`config.mk`:
```
export PLATFORM = sky130hd
export DESIGN_NAME = sst_cell
export DESIGN_NICKNAME = d
export VERILOG_FILES = /design/src/assert_macros.svh /design/src/sst_pkg.sv /design/src/sst_cell.sv
export SDC_FILE = /design/constraint.sdc
export NUM_CORES = 1
export LEC_CHECK = 0
export BUFFER_PORTS_ARGS = -buffer_cell sky130_fd_sc_hd__buf_2
export CAP_MARGIN = 10
export CORE_MARGIN = 4
export CORE_UTILIZATION = 30
export CTS_CLUSTER_DIAMETER = 30
export DETAILED_ROUTE_END_ITERATION = 8
export PLACE_DENSITY = 0.63
export SYNTH_ARGS = -nofsm -noshare
export SYNTH_HDL_FRONTEND = slang
export SYNTH_SLANG_ARGS = --single-unit
```
`constraint.sdc`:
```
create_clock -name clk -period 3 [get_ports clk]
set_input_delay 0.75 -clock clk [delete_from_list [all_inputs] [get_ports clk]]
set_output_delay 0.75 -clock clk [all_outputs]
set_load 0.03 [all_outputs]
```
`src/assert_macros.svh`:
```
// Assertion macros for the sorted set table.
// Taken in by the top level; expects signals clk and rst in scope.
`ifndef ASSERT_MACROS_SVH
`define ASSERT_MACROS_SVH

`ifndef SYNTH

// Condition holds at every clock edge outside reset.
`define SST_ASSERT(label, expr) \
  label: assert property (@(posedge clk) disable iff (rst) (expr)) \
    else $error("sorted_set_table check failed");

// Antecedent implies consequent in the next cycle.
`define SST_ASSERT_NEXT(label, ante, cons) \
  label: assert property (@(posedge clk) disable iff (rst) (ante) |=> (cons)) \
    else $error("sorted_set_table sequence check failed");

`else

`define SST_ASSERT(label, expr)
`define SST_ASSERT_NEXT(label, ante, cons)

`endif

`endif

```
`src/sst_pkg.sv`:
```
// Shared types and constants for the sorted set table.
// No dependencies; used by sst_cell, sorted_set_table and the testbench.
`timescale 1ns / 1ps

package sst_pkg;

  localparam int VAL_W       = 32;
  localparam int DEPTH_DEF   = 64;
  localparam int CAP_W       = 7;
  localparam int CNT_OUT_W   = 7;
  localparam logic [CAP_W-1:0] CAP_RESET = 7'd64;
  localparam logic signed [VAL_W-1:0] FILL_VALUE = 32'sh8000_0000;

  typedef enum logic [1:0] {
    OP_INSERT = 2'd0,
    OP_REMOVE = 2'd1,
    OP_LOOKUP = 2'd2,
    OP_SPARE  = 2'd3
  } opcode_t;

  typedef enum logic [1:0] {
    ST_DONE   = 2'd0,
    ST_DUP    = 2'd1,
    ST_ABSENT = 2'd2,
    ST_FULL   = 2'd3
  } status_t;

  // Broadcast to every cell of the chain.
  typedef struct packed {
    logic                    shift_up;
    logic                    shift_down;
    logic signed [VAL_W-1:0] key;
  } cmd_t;

endpackage

```
`src/sst_cell.sv`:
```
// One slot of the sorted chain: holds a value and an occupied flag.
// Compares against the broadcast key and shifts to or from its neighbors.
`timescale 1ns / 1ps

module sst_cell import sst_pkg::*; (
  input  logic                    clk,
  input  logic                    rst,
  input  cmd_t                    cmd,
  input  logic                    left_lt,
  input  logic                    left_occ,
  input  logic signed [VAL_W-1:0] left_val,
  input  logic                    right_occ,
  input  logic signed [VAL_W-1:0] right_val,
  output logic                    occ,
  output logic signed [VAL_W-1:0] val,
  output logic                    lt,
  output logic                    eq
);

  logic                    occ_next;
  logic signed [VAL_W-1:0] data;
  logic signed [VAL_W-1:0] data_next;

  // Empty slots read as the filler.
  assign val = occ ? data : FILL_VALUE;
  assign lt  = occ && (data < cmd.key);
  assign eq  = occ && (data == cmd.key);

  always_comb begin
    occ_next  = occ;
    data_next = data;
    if (cmd.shift_up && !lt) begin
      // first slot not below the key takes it; the rest take the left value
      data_next = left_lt ? cmd.key : left_val;
      occ_next  = left_occ;
    end else if (cmd.shift_down && !lt) begin
      data_next = right_val;
      occ_next  = right_occ;
    end
  end

  always_ff @(posedge clk) begin
    if (rst) begin
      occ <= 1'b0;
    end else begin
      occ <= occ_next;
    end
  end

  always_ff @(posedge clk) begin
    data <= data_next;
  end

endmodule

```
==> impl.org, run 1 <==
** Outcome
- The run finished, with violations left.
- Violations in the final reports :: negative setup slack

** STA
- Shortest period the worst path allows :: 3.09 ns
- At the pin with the least slew margin, the transition time is 0.710 ns.
- Final Max Tran Viols :: 0
- Fmax :: 323 MHz
- The number of hold-slack violations in the final timing report came to 0.
- Summed over all failing endpoints, the final setup total negative slack is -0.0937 ns.
- Of the available clock period, the critical path in the final layout requires 103%.
- Measured against its own limit, the worst slew margin works out to 52.6%.
- The tightest hold path in the finished design has a slack of 0.630 ns.
- Setup repair after global routing could not meet its margin everywhere.
- Between clock sinks in the finished design, the worst skew comes to 0.00611 ns.
- Setup violations remaining at the end of the flow were counted as 1.
- Across all setup checks in the final design, the least slack found is -0.0937 ns.

** Logic synthesis
- Summing the sequential cell areas from Yosys gives 33.5% of the chip area.
- Among all flip-flop cells after synthesis, the most frequent one is sky130_fd_sc_hd__edfxtp_1.
- The average instance in the mapped netlist occupies 9.80 sq um.
- Yosys cell types :: 35
- In the synthesized netlist the async set-or-reset flop fraction comes to 0%.
- In this run, synthesis inferred 32 flip-flops with an integrated enable.
- After technology mapping, the gate count stands at 299.
- Yosys printed 0 warnings.
- FF+latch count, synth :: 33
- Synthesized netlist net count :: 434
- Synth Cell Area :: 0.00293 sq mm

** Placed design
- Routability-driven placement finished with a final weighted congestion of 0.850.
- Number of input and output port buffers inserted :: 137
- The wire-length estimate of the detail-placed layout is 6.85 mm.

** Pwr
- The internal portion of the total power is 1360 uW.
- The worst-case IR drop observed on VDD is 180 uV.
- Switching share of power :: 34.6%
- Gate power share :: 47.1%
- In this run the static leakage power is 0.00224 uW.
- Per report_power, the clock group accounts for 19.8% of the total.
- Fraction of power consumed by sequential logic :: 33.2%
- Power per standard cell area :: 449 mW/mm^2
- In this run the power spent charging and discharging nets is 718 uW.
- After layout, the design draws a total of 2080 uW.

** Routing
- Summing over every cut layer, the via total after detailed routing is 2789.
- Final routed wirelength across all metal layers :: 9.07 mm
- In this run the remaining antenna-violating nets after routing total 0.
- The detailed router used layers up to and including met5.
- Drt drc :: 0
- The pre-antenna-repair detailed-routing pass consisted of 4 iterations.
- For this block, wires on met1 add up to 3.88 mm.
- In the routed layout, each cell is associated on average with a via count of 4.62.
- Detail Route met2 WL :: 4.54 mm
- Detailed routing placed a total of 522 um of wire on met3.
- In this run, the number of DRC markers left after iteration 0 of detailed routing was 85.
- Detail-routed net length per standard cell :: 15.0 um

** Final layout
- Net count of the finished layout :: 608
- The layout has 894 filler cells.
- Growth of design area from synthesis to finish :: 58.0%
- Cells with a size suffix above 1 make up 57.0% of the layout.
- Final Core Density :: 49.4%

** Floorplan
- Starting density of the core :: 31.3%
- Die Footprint :: 0.0114 sq mm
- In this run the standard cell core region covers 0.00937 sq mm.
- The die is 107 um wide.
- In this run the count of I/O pins placed on the die edge is 138.
- In this run the vertical extent of the chip is 107 um.
- The floorplan has 35 rows.

** Global route
- The first global-routing pass estimated 13.6 mm of wire.
- Overall fraction of global-route tracks in use :: 15.0%
- Global routing finished with a remaining overflow of 0.
- Entering global routing, the biggest net connects 41 pins.
- Vias in the first global route :: 2852
- Number of antenna violations at the first check in global routing :: 2

** Clock tree
- CTS sink count :: 33
- Buffer depth of the longest clock path :: 2
- The clock reaches the later pin of the worst-skew pair after 0.28 ns.
- Clock-pin slew was measured on the worst setup and hold paths at 0.07 ns.
- Number of buffers added to fix hold violations after cts :: 0
- The number of clock buffers added by TritonCTS is 5.
- Clock tree synthesis selected as its root buffer the cell sky130_fd_sc_hd__clkbuf_8.
- The H-tree was split into 2 levels.
- TritonCTS clock tree :: done

** Critical path
- The worst setup path is launched from an input pin.
- The setup check on the worst reg-to-reg path leaves a slack of 0.15 ns.
- The critical path in this run is classified as in2out.
- The worst setup path is captured at an output pin.
- Critical Path AT :: 2.34 ns
- Critical-path maximum fanout :: 2
- Required time of the critical path :: 2.25 ns

** Worst hold path
- The worst hold path belongs to the class in2reg.

** Job
- Max-cap violations in this run came to 0.
[sequential cells by signal, summed over array words and instances (netlist names)]
name / count
occ: 1
data: 32
[final timing paths]
path / startpoint / to / cells after the start
hold reg to reg: occ$_SDFFE_PP0P_ / occ$_SDFFE_PP0P_ / 4
setup / recovery: cmd[1] / lt / 10
setup reg to reg: data[15]$_DFFE_PP_ / data[30]$_DFFE_PP_ / 10
hold / removal: rst / occ$_SDFFE_PP0P_ / 2
[cell usage in the layout, fill, tap and decap left out, types with 2 or more instances in the layout]
master and n:
sky130_fd_sc_hd__a21o_1 2, sky130_fd_sc_hd__a21oi_1 40, sky130_fd_sc_hd__a21oi_2 4, sky130_fd_sc_hd__and2_1 32, sky130_fd_sc_hd__and4_1 2, sky130_fd_sc_hd__buf_12 4, sky130_fd_sc_hd__buf_2 129, sky130_fd_sc_hd__buf_4 34
sky130_fd_sc_hd__buf_6 10, sky130_fd_sc_hd__clkbuf_16 3, sky130_fd_sc_hd__clkbuf_8 5, sky130_fd_sc_hd__edfxtp_1 32, sky130_fd_sc_hd__ha_1 16, sky130_fd_sc_hd__ha_4 16, sky130_fd_sc_hd__inv_1 20, sky130_fd_sc_hd__inv_2 9
sky130_fd_sc_hd__inv_4 5, sky130_fd_sc_hd__mux2_2 2, sky130_fd_sc_hd__mux2_4 31, sky130_fd_sc_hd__nand2_1 5, sky130_fd_sc_hd__nand3_1 2, sky130_fd_sc_hd__nand3_2 2, sky130_fd_sc_hd__nand4_1 6, sky130_fd_sc_hd__nor2_1 32
sky130_fd_sc_hd__nor3_2 2, sky130_fd_sc_hd__o211ai_1 2, sky130_fd_sc_hd__o21ai_1 3
[layout make-up]
type	instances	area (sq um)	area share [%]
Clock buffer	6	72.6	1.57
Timing Repair Buffer	181	1180	25.6
Multi-Input combinational cell	218	2050	44.4
Sequential cell	33	981	21.2
Inverter	34	140	3.03
Antenna cell	1	2.50	0.0541
Clock inverter	2	33.8	0.730
Tap cell	129	161	3.49
[per-layer routing]
metal  vias to the layer above  global-route usage (%)
met1                      1294                    18.4
met4                         2                    4.66
li1                       1402                       -
met3                         8                    2.83
met2                        83                    26.4
met5                         -                       0
[power groups by stage]
stage | sequential, uW | clock, uW | combinational, uW
after floorplan | 658 | 0 | 532
after global placement | 677 | 0 | 810
after detailed placement | 679 | 0 | 824
after CTS | 685 | 423 | 904
after global routing | 700 | 447 | 1070
final | 690 | 411 | 979
[per-stage QoR]
step	worst slack, ns	area (sq um)	std cells
6_report	-0.0937	4630	604
5_1_grt	-0.178	4630	604
4_1_cts	-0.0205	4400	598
3_5_place_dp	-0.361	4010	585
3_3_place_gp	-0.296	4010	585
2_1_floorplan	-0.00525	2930	299
[logic make-up (layout without fill, tap and decap cells)]
kind of cell | count (synthesis) | in the layout | synth area share (%)
DFF | 33 | 33 | 33.5
and+or+nand+nor | 89 | 89 | 15.8
AOI/OAI and AO/OA | 63 | 63 | 13.2
buffers and inverters | 48 | 223 | 6.92
muxes | 34 | 34 | 16.9
other | 0 | 1 | 0
adders and majority gates | 32 | 32 | 13.7
[cells in the mapped netlist (2+ instances only)]
cell type | count | area [sq um]
sky130_fd_sc_hd__a21oi_1 | 44 | 220
sky130_fd_sc_hd__inv_1 | 34 | 128
sky130_fd_sc_hd__nor2_1 | 33 | 124
sky130_fd_sc_hd__and2_1 | 32 | 200
sky130_fd_sc_hd__edfxtp_1 | 32 | 961
sky130_fd_sc_hd__ha_1 | 32 | 400
sky130_fd_sc_hd__mux2_4 | 30 | 450
sky130_fd_sc_hd__clkbuf_1 | 11 | 41.3
sky130_fd_sc_hd__nand2_1 | 6 | 22.5
sky130_fd_sc_hd__nand4_1 | 6 | 37.5
sky130_fd_sc_hd__nand3_1 | 4 | 20.0
sky130_fd_sc_hd__buf_6 | 3 | 33.8
sky130_fd_sc_hd__mux2_2 | 3 | 33.8
sky130_fd_sc_hd__o21ai_0 | 3 | 15.0
sky130_fd_sc_hd__a21o_1 | 2 | 15.0
sky130_fd_sc_hd__and4_1 | 2 | 17.5
sky130_fd_sc_hd__nor3_1 | 2 | 10.0
sky130_fd_sc_hd__o211a_1 | 2 | 20.0
sky130_fd_sc_hd__o211ai_1 | 2 | 15.0
[worst max-delay path, cell delays in order]
cell                       delay [ns]
sky130_fd_sc_hd__buf_6           0.09
sky130_fd_sc_hd__inv_4           0.05
sky130_fd_sc_hd__ha_4            0.20
sky130_fd_sc_hd__nor2b_4         0.12
sky130_fd_sc_hd__o211ai_1        0.25
sky130_fd_sc_hd__a21boi_4        0.10
sky130_fd_sc_hd__o41ai_4         0.41
sky130_fd_sc_hd__nand3_2         0.16
sky130_fd_sc_hd__nand2_2         0.10
sky130_fd_sc_hd__buf_6           0.13
[timing repair]
action,CTS,global route
pin swaps,31,18
setup buffers,5,3
gates resized for setup,43,28
cloned,0,3
setup endpoints to repair,1,33
No activity file was read; power rests on OpenSTA's default activity.
==> run 2: changes to the inputs <==
==> constraint.sdc (replaced) <==
create_clock -name clk -period 3 [get_ports clk]
set_input_delay 0.15 -clock clk [delete_from_list [all_inputs] [get_ports clk]]
set_output_delay 0.15 -clock clk [all_outputs]
set_load 0.03 [all_outputs]
==> run 2 against run 1 <==
  * The run now ends clean
  * Critical path depth down 2
  * Clock power down 19%
  * Sequential power down 3.3%
  * Cell count down 6.5%
  * Worst setup slack better by 0.32 ns
  * Critical path type is now reg2reg
==> impl.org, run 2 (synthesis results as in run 1) <==
** Outcome
- The run finished with clean final reports.

** STA
- Setup violations remaining at the end of the flow were counted as 0.
- Setup repair after global routing missed its margin :: false
- Transition time at the pin with the least slew margin :: 0.584 ns
- Final Max Tran Viols :: 0
- Derived from the worst setup path, the maximum achievable clock frequency is 361 MHz.
- The number of hold-slack violations in the final timing report is 0.
- Post-Route Skew :: 0.00820 ns
- Total negative slack for setup checks :: 0 ns
- Fraction of the cycle the final worst path needs :: 92.3%
- Shortest period the worst path allows :: 2.77 ns
- Measured against its own limit, the worst slew margin works out to 61.0%.

** Floorplan
- Number of I/O pins :: 138
- The die is 107 um tall.
- The core region is 0.00937 sq mm.
- Die Footprint :: 0.0114 sq mm
- Once the floorplan was initialized, standard cells occupied 31.3% of the core.
- Die span in x :: 107 um
- Row Count :: 35

** Final layout
- Fill count :: 1004
- The area growth from synthesis to layout is 31.5%.
- Sequential cell area in the final layout :: 981 sq um
- Post-route non-filler standard cell count :: 565
- The post-route netlist has 43.3% of its cells at a drive strength greater than 1.
- data holds more flip-flops than any other register.
- Net count of the finished layout :: 570
- The repair_antennas step left the layout with diodes totalling 0.
- The register with the most flip-flops in the layout has 32 of them.
- Area occupied by multi-input gates :: 0.00176 sq mm
- In the layout the commonest cells are sky130_fd_sc_hd__buf_2 (137), sky130_fd_sc_hd__a21oi_1 (44), sky130_fd_sc_hd__inv_1 (34).
- In the final layout, the registers with the most flip-flops are data: 32 flops, occ: 1 flops.
- Most common library cell in the layout ignoring fill and taps :: sky130_fd_sc_hd__buf_2

** Global route
- Wire length of the first global-routing pass :: 12.8 mm
- Entering global routing, the biggest net connects 33 pins.
- Number of antenna violations at the first check in global routing :: 0
- For this run, the total global-route usage over all layers was measured as 14.2%.
- Summed over all layers, the global routing overflow is 0.
- Vias in the first global route :: 2645

** Critical path
- For flop-to-flop paths, the worst setup slack is 0.23 ns.
- STA classifies the critical path endpoint as a flop.
- Critical path class :: reg2reg
- At the worst endpoint, the arrival time is 2.80 ns.
- At the worst endpoint, the required time is 3.03 ns.
- Critical Path Start Type :: flop
- Critical-path maximum fanout :: 11

** Placed design
- The congestion estimate from routability-driven global placement came to 0.737.
- In this run the tool buffered the top-level ports with 137 buffer cells.
- The number of placed instances, taps included, is 557.
- The HPWL after detailed placement is 6.59 mm.

** Clock tree
- The H-tree generated during clock tree synthesis spans 2 levels.
- TritonCTS built the clock tree.
- The number of clock buffers added by TritonCTS is 5.
- Clk slew on worst S/H paths :: 0.07 ns
- In this run, post-CTS repair resized a total of 0 instances.
- Clock insertion delay at the later pin of the skew report :: 0.29 ns
- Buffers inserted by post-CTS timing repair :: 0
- The longest clock path from root to sink contains 2 buffers.
- CTS sink count :: 33
- Root Buffer Master :: sky130_fd_sc_hd__clkbuf_8
- For this design, the CTS-stage hold fixing added 0 buffers.

** Pwr
- Power per standard cell area :: 455 mW/mm^2
- Peak supply drop :: 229 uV
- For this design the static power due to leakage is 0.00199 uW.

** Routing
- Detail-routed net length per standard cell :: 14.5 um
- In this run, the number of DRC markers left after iteration 0 of detailed routing was 58.
- Number of vias per cell after detailed routing :: 4.52
- Drt drc :: 0
- The routed design has 8.19 mm of wire.
- Number of routed nets with antenna violations :: 0
- For this run, the detailed router's first-pass iteration total came to 4.
- The detailed router placed 2556 vias in this run.

** Worst hold path
- The path class of the tightest hold or removal check is in2reg.

** Job
- Max-cap violations in this run came to 0.
[run 2: cell count changes in the layout (fill, tap and decap cells not counted), moves of 3 or more]
cell / before / now
sky130_fd_sc_hd__a21oi_2: 4 / 1
sky130_fd_sc_hd__buf_12: 4 / 1
sky130_fd_sc_hd__ha_1: 16 / 32
sky130_fd_sc_hd__clkbuf_16: 3 / 0
sky130_fd_sc_hd__a21oi_1: 40 / 44
sky130_fd_sc_hd__ha_4: 16 / 0
sky130_fd_sc_hd__inv_4: 5 / 0
sky130_fd_sc_hd__inv_2: 9 / 0
sky130_fd_sc_hd__buf_6: 10 / 0
sky130_fd_sc_hd__buf_4: 34 / 5
sky130_fd_sc_hd__buf_2: 129 / 137
sky130_fd_sc_hd__inv_1: 20 / 34
[run 2: area by class of cell]
cell class,instances,area share (%)
Tap cell,129,4.19
Timing Repair Buffer,143,19.3
Inverter,34,3.31
Multi-Input combinational cell,218,45.6
Sequential cell,33,25.5
Clock buffer,6,1.88
Clock inverter,2,0.260
[run 2: metrics by stage]
| stage | setup WS, ns | hold WS, ns | total power [uW] | utilization (%) | instance area [sq um] |
|---|---|---|---|---|---|
| floorplan | 0.368 | 0.219 | 1190 | - | 2930 |
| global placement | 0.142 | 0.327 | 1420 | 40.1 | 3760 |
| detailed placement | 0.121 | 0.319 | 1440 | 40.1 | 3760 |
| CTS | 0.0649 | 0.00637 | 1790 | 41.0 | 3840 |
| global route | 0.0150 | 0.0208 | 1890 | 41.1 | 3850 |
| finish | 0.231 | 0.0261 | 1750 | 41.1 | 3850 |
[run 2: worst max-delay path, stage by stage, from the launching register on]
cell	delay, ns
sky130_fd_sc_hd__edfxtp_1	0.39
sky130_fd_sc_hd__ha_1	0.31
sky130_fd_sc_hd__a21oi_1	0.15
sky130_fd_sc_hd__o21ai_1	0.09
sky130_fd_sc_hd__a211o_1	0.33
sky130_fd_sc_hd__o211a_1	0.26
sky130_fd_sc_hd__a311oi_4	0.33
sky130_fd_sc_hd__buf_4	0.32
sky130_fd_sc_hd__mux2_4	0.33
[run 2: routing by layer]
| layer | GRT usage, % | wire (um) | share of wire (%) |
|---|---|---|---|
| met1 | 19.1 | 3700 | 45 |
| met4 | 4.29 | 122 | 1.5 |
| met3 | 2.89 | 497 | 6.1 |
| met5 | 0 | 0 | 0 |
| met2 | 23.0 | 3870 | 47 |
[run 2: power breakdown]
group	switching, uW	internal, uW	leakage (uW)
Clock	172	161	0.0000450
Sequential	48.5	619	0.000326
Combinational	418	333	0.00162
[run 2: path summary, 6_finish.rpt]
path	start	endpoint	cells past startpoint
hold / removal	rst	occ$_SDFFE_PP0P_	2
setup / recovery	data[21]$_DFFE_PP_	data[9]$_DFFE_PP_	8
setup reg to reg	data[21]$_DFFE_PP_	data[9]$_DFFE_PP_	8
hold reg to reg	data[31]$_DFFE_PP_	occ$_SDFFE_PP0P_	4
==> run 3: changes to the inputs <==
--- a/config.mk
+++ b/config.mk
@@ -7,11 +7,11 @@
 export LEC_CHECK = 0
 export BUFFER_PORTS_ARGS = -buffer_cell sky130_fd_sc_hd__buf_2
 export CAP_MARGIN = 10
-export CORE_MARGIN = 4
+export CORE_MARGIN = 2
 export CORE_UTILIZATION = 30
 export CTS_CLUSTER_DIAMETER = 30
 export DETAILED_ROUTE_END_ITERATION = 8
-export PLACE_DENSITY = 0.63
+export PLACE_DENSITY = 0.61
 export SYNTH_ARGS = -nofsm -noshare
 export SYNTH_HDL_FRONTEND = slang
 export SYNTH_SLANG_ARGS = --single-unit
==> constraint.sdc (replaced) <==
create_clock -name clk -period 3.3 [get_ports clk]
set_input_delay 0.165 -clock clk [delete_from_list [all_inputs] [get_ports clk]]
set_output_delay 0.165 -clock clk [all_outputs]
set_load 0.03 [all_outputs]
==> run 3 against run 2 <==
  * Total power fell by 11%
  * Hold slack improved by 0.023 ns
  * Clock skew fell by 0.0038 ns
  * First-iteration DRC count fell by 40%
  * Critical path depth did not move
  * Register-to-register slack improved by 0.07 ns
  * Combinational power fell by 12%
  * Sequential power fell by 9.3%
  * Highest routed layer is now met5
  * Cell count rose by 0.71%
  * Non-clock buffer count fell by 1
==> impl.org, run 3 (synthesis results as in run 1) <==
** Global route
- Number of antenna violations at the first check in global routing :: 2
- Vias in the first global route :: 2515
- In the global route stage, overall resource usage came out at 14.6%.
- Largest net degree at the start of global routing :: 37
- GRT overflow :: 0
- Wire length of the first global-routing pass :: 11.9 mm

** Clock tree
- After clock tree synthesis, the clock-pin slew on the worst setup and hold paths is 0.07 ns.
- TritonCTS clock tree :: done
- Clock insertion delay at the later pin of the skew report :: 0.28 ns
- In this run, post-CTS repair resized a total of 0 instances.
- Post-CTS timing repair inserted 0 buffers for setup.
- In this run the number of H-tree levels came out at 2.
- CTS sink count :: 33
- Number of buffers added to fix hold violations after cts :: 0
- Root Buffer Master :: sky130_fd_sc_hd__clkbuf_8
- Inserted Clock Buffers :: 5
- Buffer depth of the longest clock path :: 2

** Routing
- The final layout contains routed wiring with a total length of 7.81 mm.
- Using the TritonRoute via totals, the vias-per-cell ratio works out to 4.52.
- After the first detailed-routing iteration, the DRC count stood at 35.
- Number of routed nets with antenna violations :: 0
- The routed layout has 2570 vias.
- In the final routed layout, each cell accounts on average for 13.7 um.
- Drt drc :: 0
- First-pass DRT Iterations :: 4

** Placed design
- Once placement finished, the instance area stood at 0.00374 sq mm.
- Input and output buffers added on the ports amount to 137.
- HPWL after DPL :: 6.26 mm
- At the end of routability-driven placement, the weighted congestion stood at 0.749.
- Post-placement worst setup slack :: 0.269 ns

** Final layout
- Register name with the most flops :: data
- Relative to the synthesized area, the layout overhead comes to 30.7%.
- Most common library cell in the layout ignoring fill and taps :: sky130_fd_sc_hd__buf_2
- Post-route design area :: 0.00383 sq mm
- After filler insertion, the fill cell instance count of the layout stands at 1031.
- After the last flow step, the layout net total stands at 569.
- Leading cell types in the layout, fill and taps excluded :: sky130_fd_sc_hd__buf_2 (137), sky130_fd_sc_hd__a21oi_1 (44), sky130_fd_sc_hd__inv_1 (34)
- Final Core Density :: 39.7%
- Proportion of layout cells with a drive suffix above 1 :: 42.5%
- The largest registers in the layout are data: 32 flops, occ: 1 flops.
- Flip-flop count of the largest register after layout :: 32

** STA
- Transition time at the pin with the least slew margin :: 0.552 ns
- Final hold violation count :: 0
- Setup repair after global routing missed its margin :: false
- Setup-failing EPs final :: 0
- The worst pin sits at a relative slew slack of 63.2%.
- The max-slew violation count was 0.
- For the final routed database, the setup TNS stands at 0 ns.
- For the final database, setup skew stands at 0.00437 ns.
- Setup ws final :: 0.305 ns
- Fraction of the cycle the final worst path needs :: 90.8%
- Derived from the worst setup path, the maximum achievable clock frequency is 334 MHz.
- Subtracting the final worst setup slack from the clock period gives 3.00 ns.

** Critical path
- Walking the worst path, the cells encountered are ha_1 -> nand4_1 -> nor3_1 -> a21boi_1 -> o41ai_2 -> a311oi_4 -> buf_4 -> mux2_2.
- Number of buffers and inverters on the critical path :: 1
- Required time of the critical path :: 3.33 ns
- Among all stages on the critical path, the largest delay is contributed by sky130_fd_sc_hd__edfxtp_1.
- For this run, the slowest stage of the critical path takes 0.39 ns.
- Top cell family by delay on the critical path :: compound AO/OA/AOI/OAI gates
- Data arrives at the worst endpoint at 3.03 ns.
- Critical Path Start Type :: flop
- Critical path class :: reg2reg
- Along the worst path, the maximum fanout reaches 20.
- STA classifies the critical path endpoint as a flop.

** Pwr
- The analysis attributes to cell leakage a power of 0.00198 uW.
- Across the VDD grid, the largest voltage drop is 158 uV.
- Power per standard cell area :: 409 mW/mm^2

** Floorplan
- Die span in x :: 103 um
- The core region is 0.00964 sq mm.
- The initial utilization of the core area, before any placement, comes to 30.4%.
- Row Count :: 36
- Die Footprint :: 0.0106 sq mm
- The floorplan step set the die height to 103 um.
- During I/O placement, the number of pins put on the boundary was 138.

** Outcome
- The run finished with clean final reports.

** Job
- Max Cap Viol :: 0

** Worst hold path
- In this run the worst hold path is classified as in2reg.
## run 3: cell count changes in the layout (fill, tap and decap cells not counted), sizes merged
cell | previous run | this run
buf | 143 | 142
clkbuf | 6 | 5
clkinv | 2 | 3
diode | 0 | 1
## run 3: cell type report
class                           count  area, sq um  area share (%)
Antenna cell                        1         2.50          0.0654
Timing Repair Buffer              142          723            18.9
Sequential cell                    33          981            25.6
Clock inverter                      3         12.5           0.327
Tap cell                          133          166            4.35
Multi-Input combinational cell    218         1750            45.6
Clock buffer                        5         68.8            1.80
Inverter                           34          128            3.33
## run 3: routing by layer
metal	global-route usage [%]	routed length (um)	vias to the layer above
met5	0	13	-
met4	3.44	55	2
met3	3.66	492	4
met2	25.7	3770	67
met1	18.1	3470	1172
li1	-	-	1325
## run 3: report_power, final
| group | switching (uW) | internal, uW |
|---|---|---|
| clock network | 154 | 142 |
| registers | 42.6 | 563 |
| logic | 370 | 293 |
## run 3: final timing paths
kind         slack (ns)                from            endpoint  depth (start not counted)
min reg2reg        0.92  data[31]$_DFFE_PP_    occ$_SDFFE_PP0P_                          4
max reg2reg        0.30  data[15]$_DFFE_PP_  data[31]$_DFFE_PP_                          8
max                0.30  data[15]$_DFFE_PP_  data[31]$_DFFE_PP_                          8
min                0.05                 rst    occ$_SDFFE_PP0P_                          2
## run 3: worst register-to-register path, delay by kind of cell, from the launching register on
kind	cells	cell delay [ns]
compound gates	3	0.73
simple gates	2	0.52
flops	1	0.39
buf+inv	1	0.39
mux	1	0.39
fa+ha+maj	1	0.33
## run 3: metrics by stage
step / total power, uW / hold WS [ns] / cells
4_1_cts: 1590 / 0.0353 / 568
3_3_place_gp: 1270 / 0.338 / 560
6_report: 1570 / 0.0490 / 569
5_1_grt: 1680 / 0.0347 / 569
2_1_floorplan: 1080 / 0.234 / 299
3_5_place_dp: 1290 / 0.336 / 560
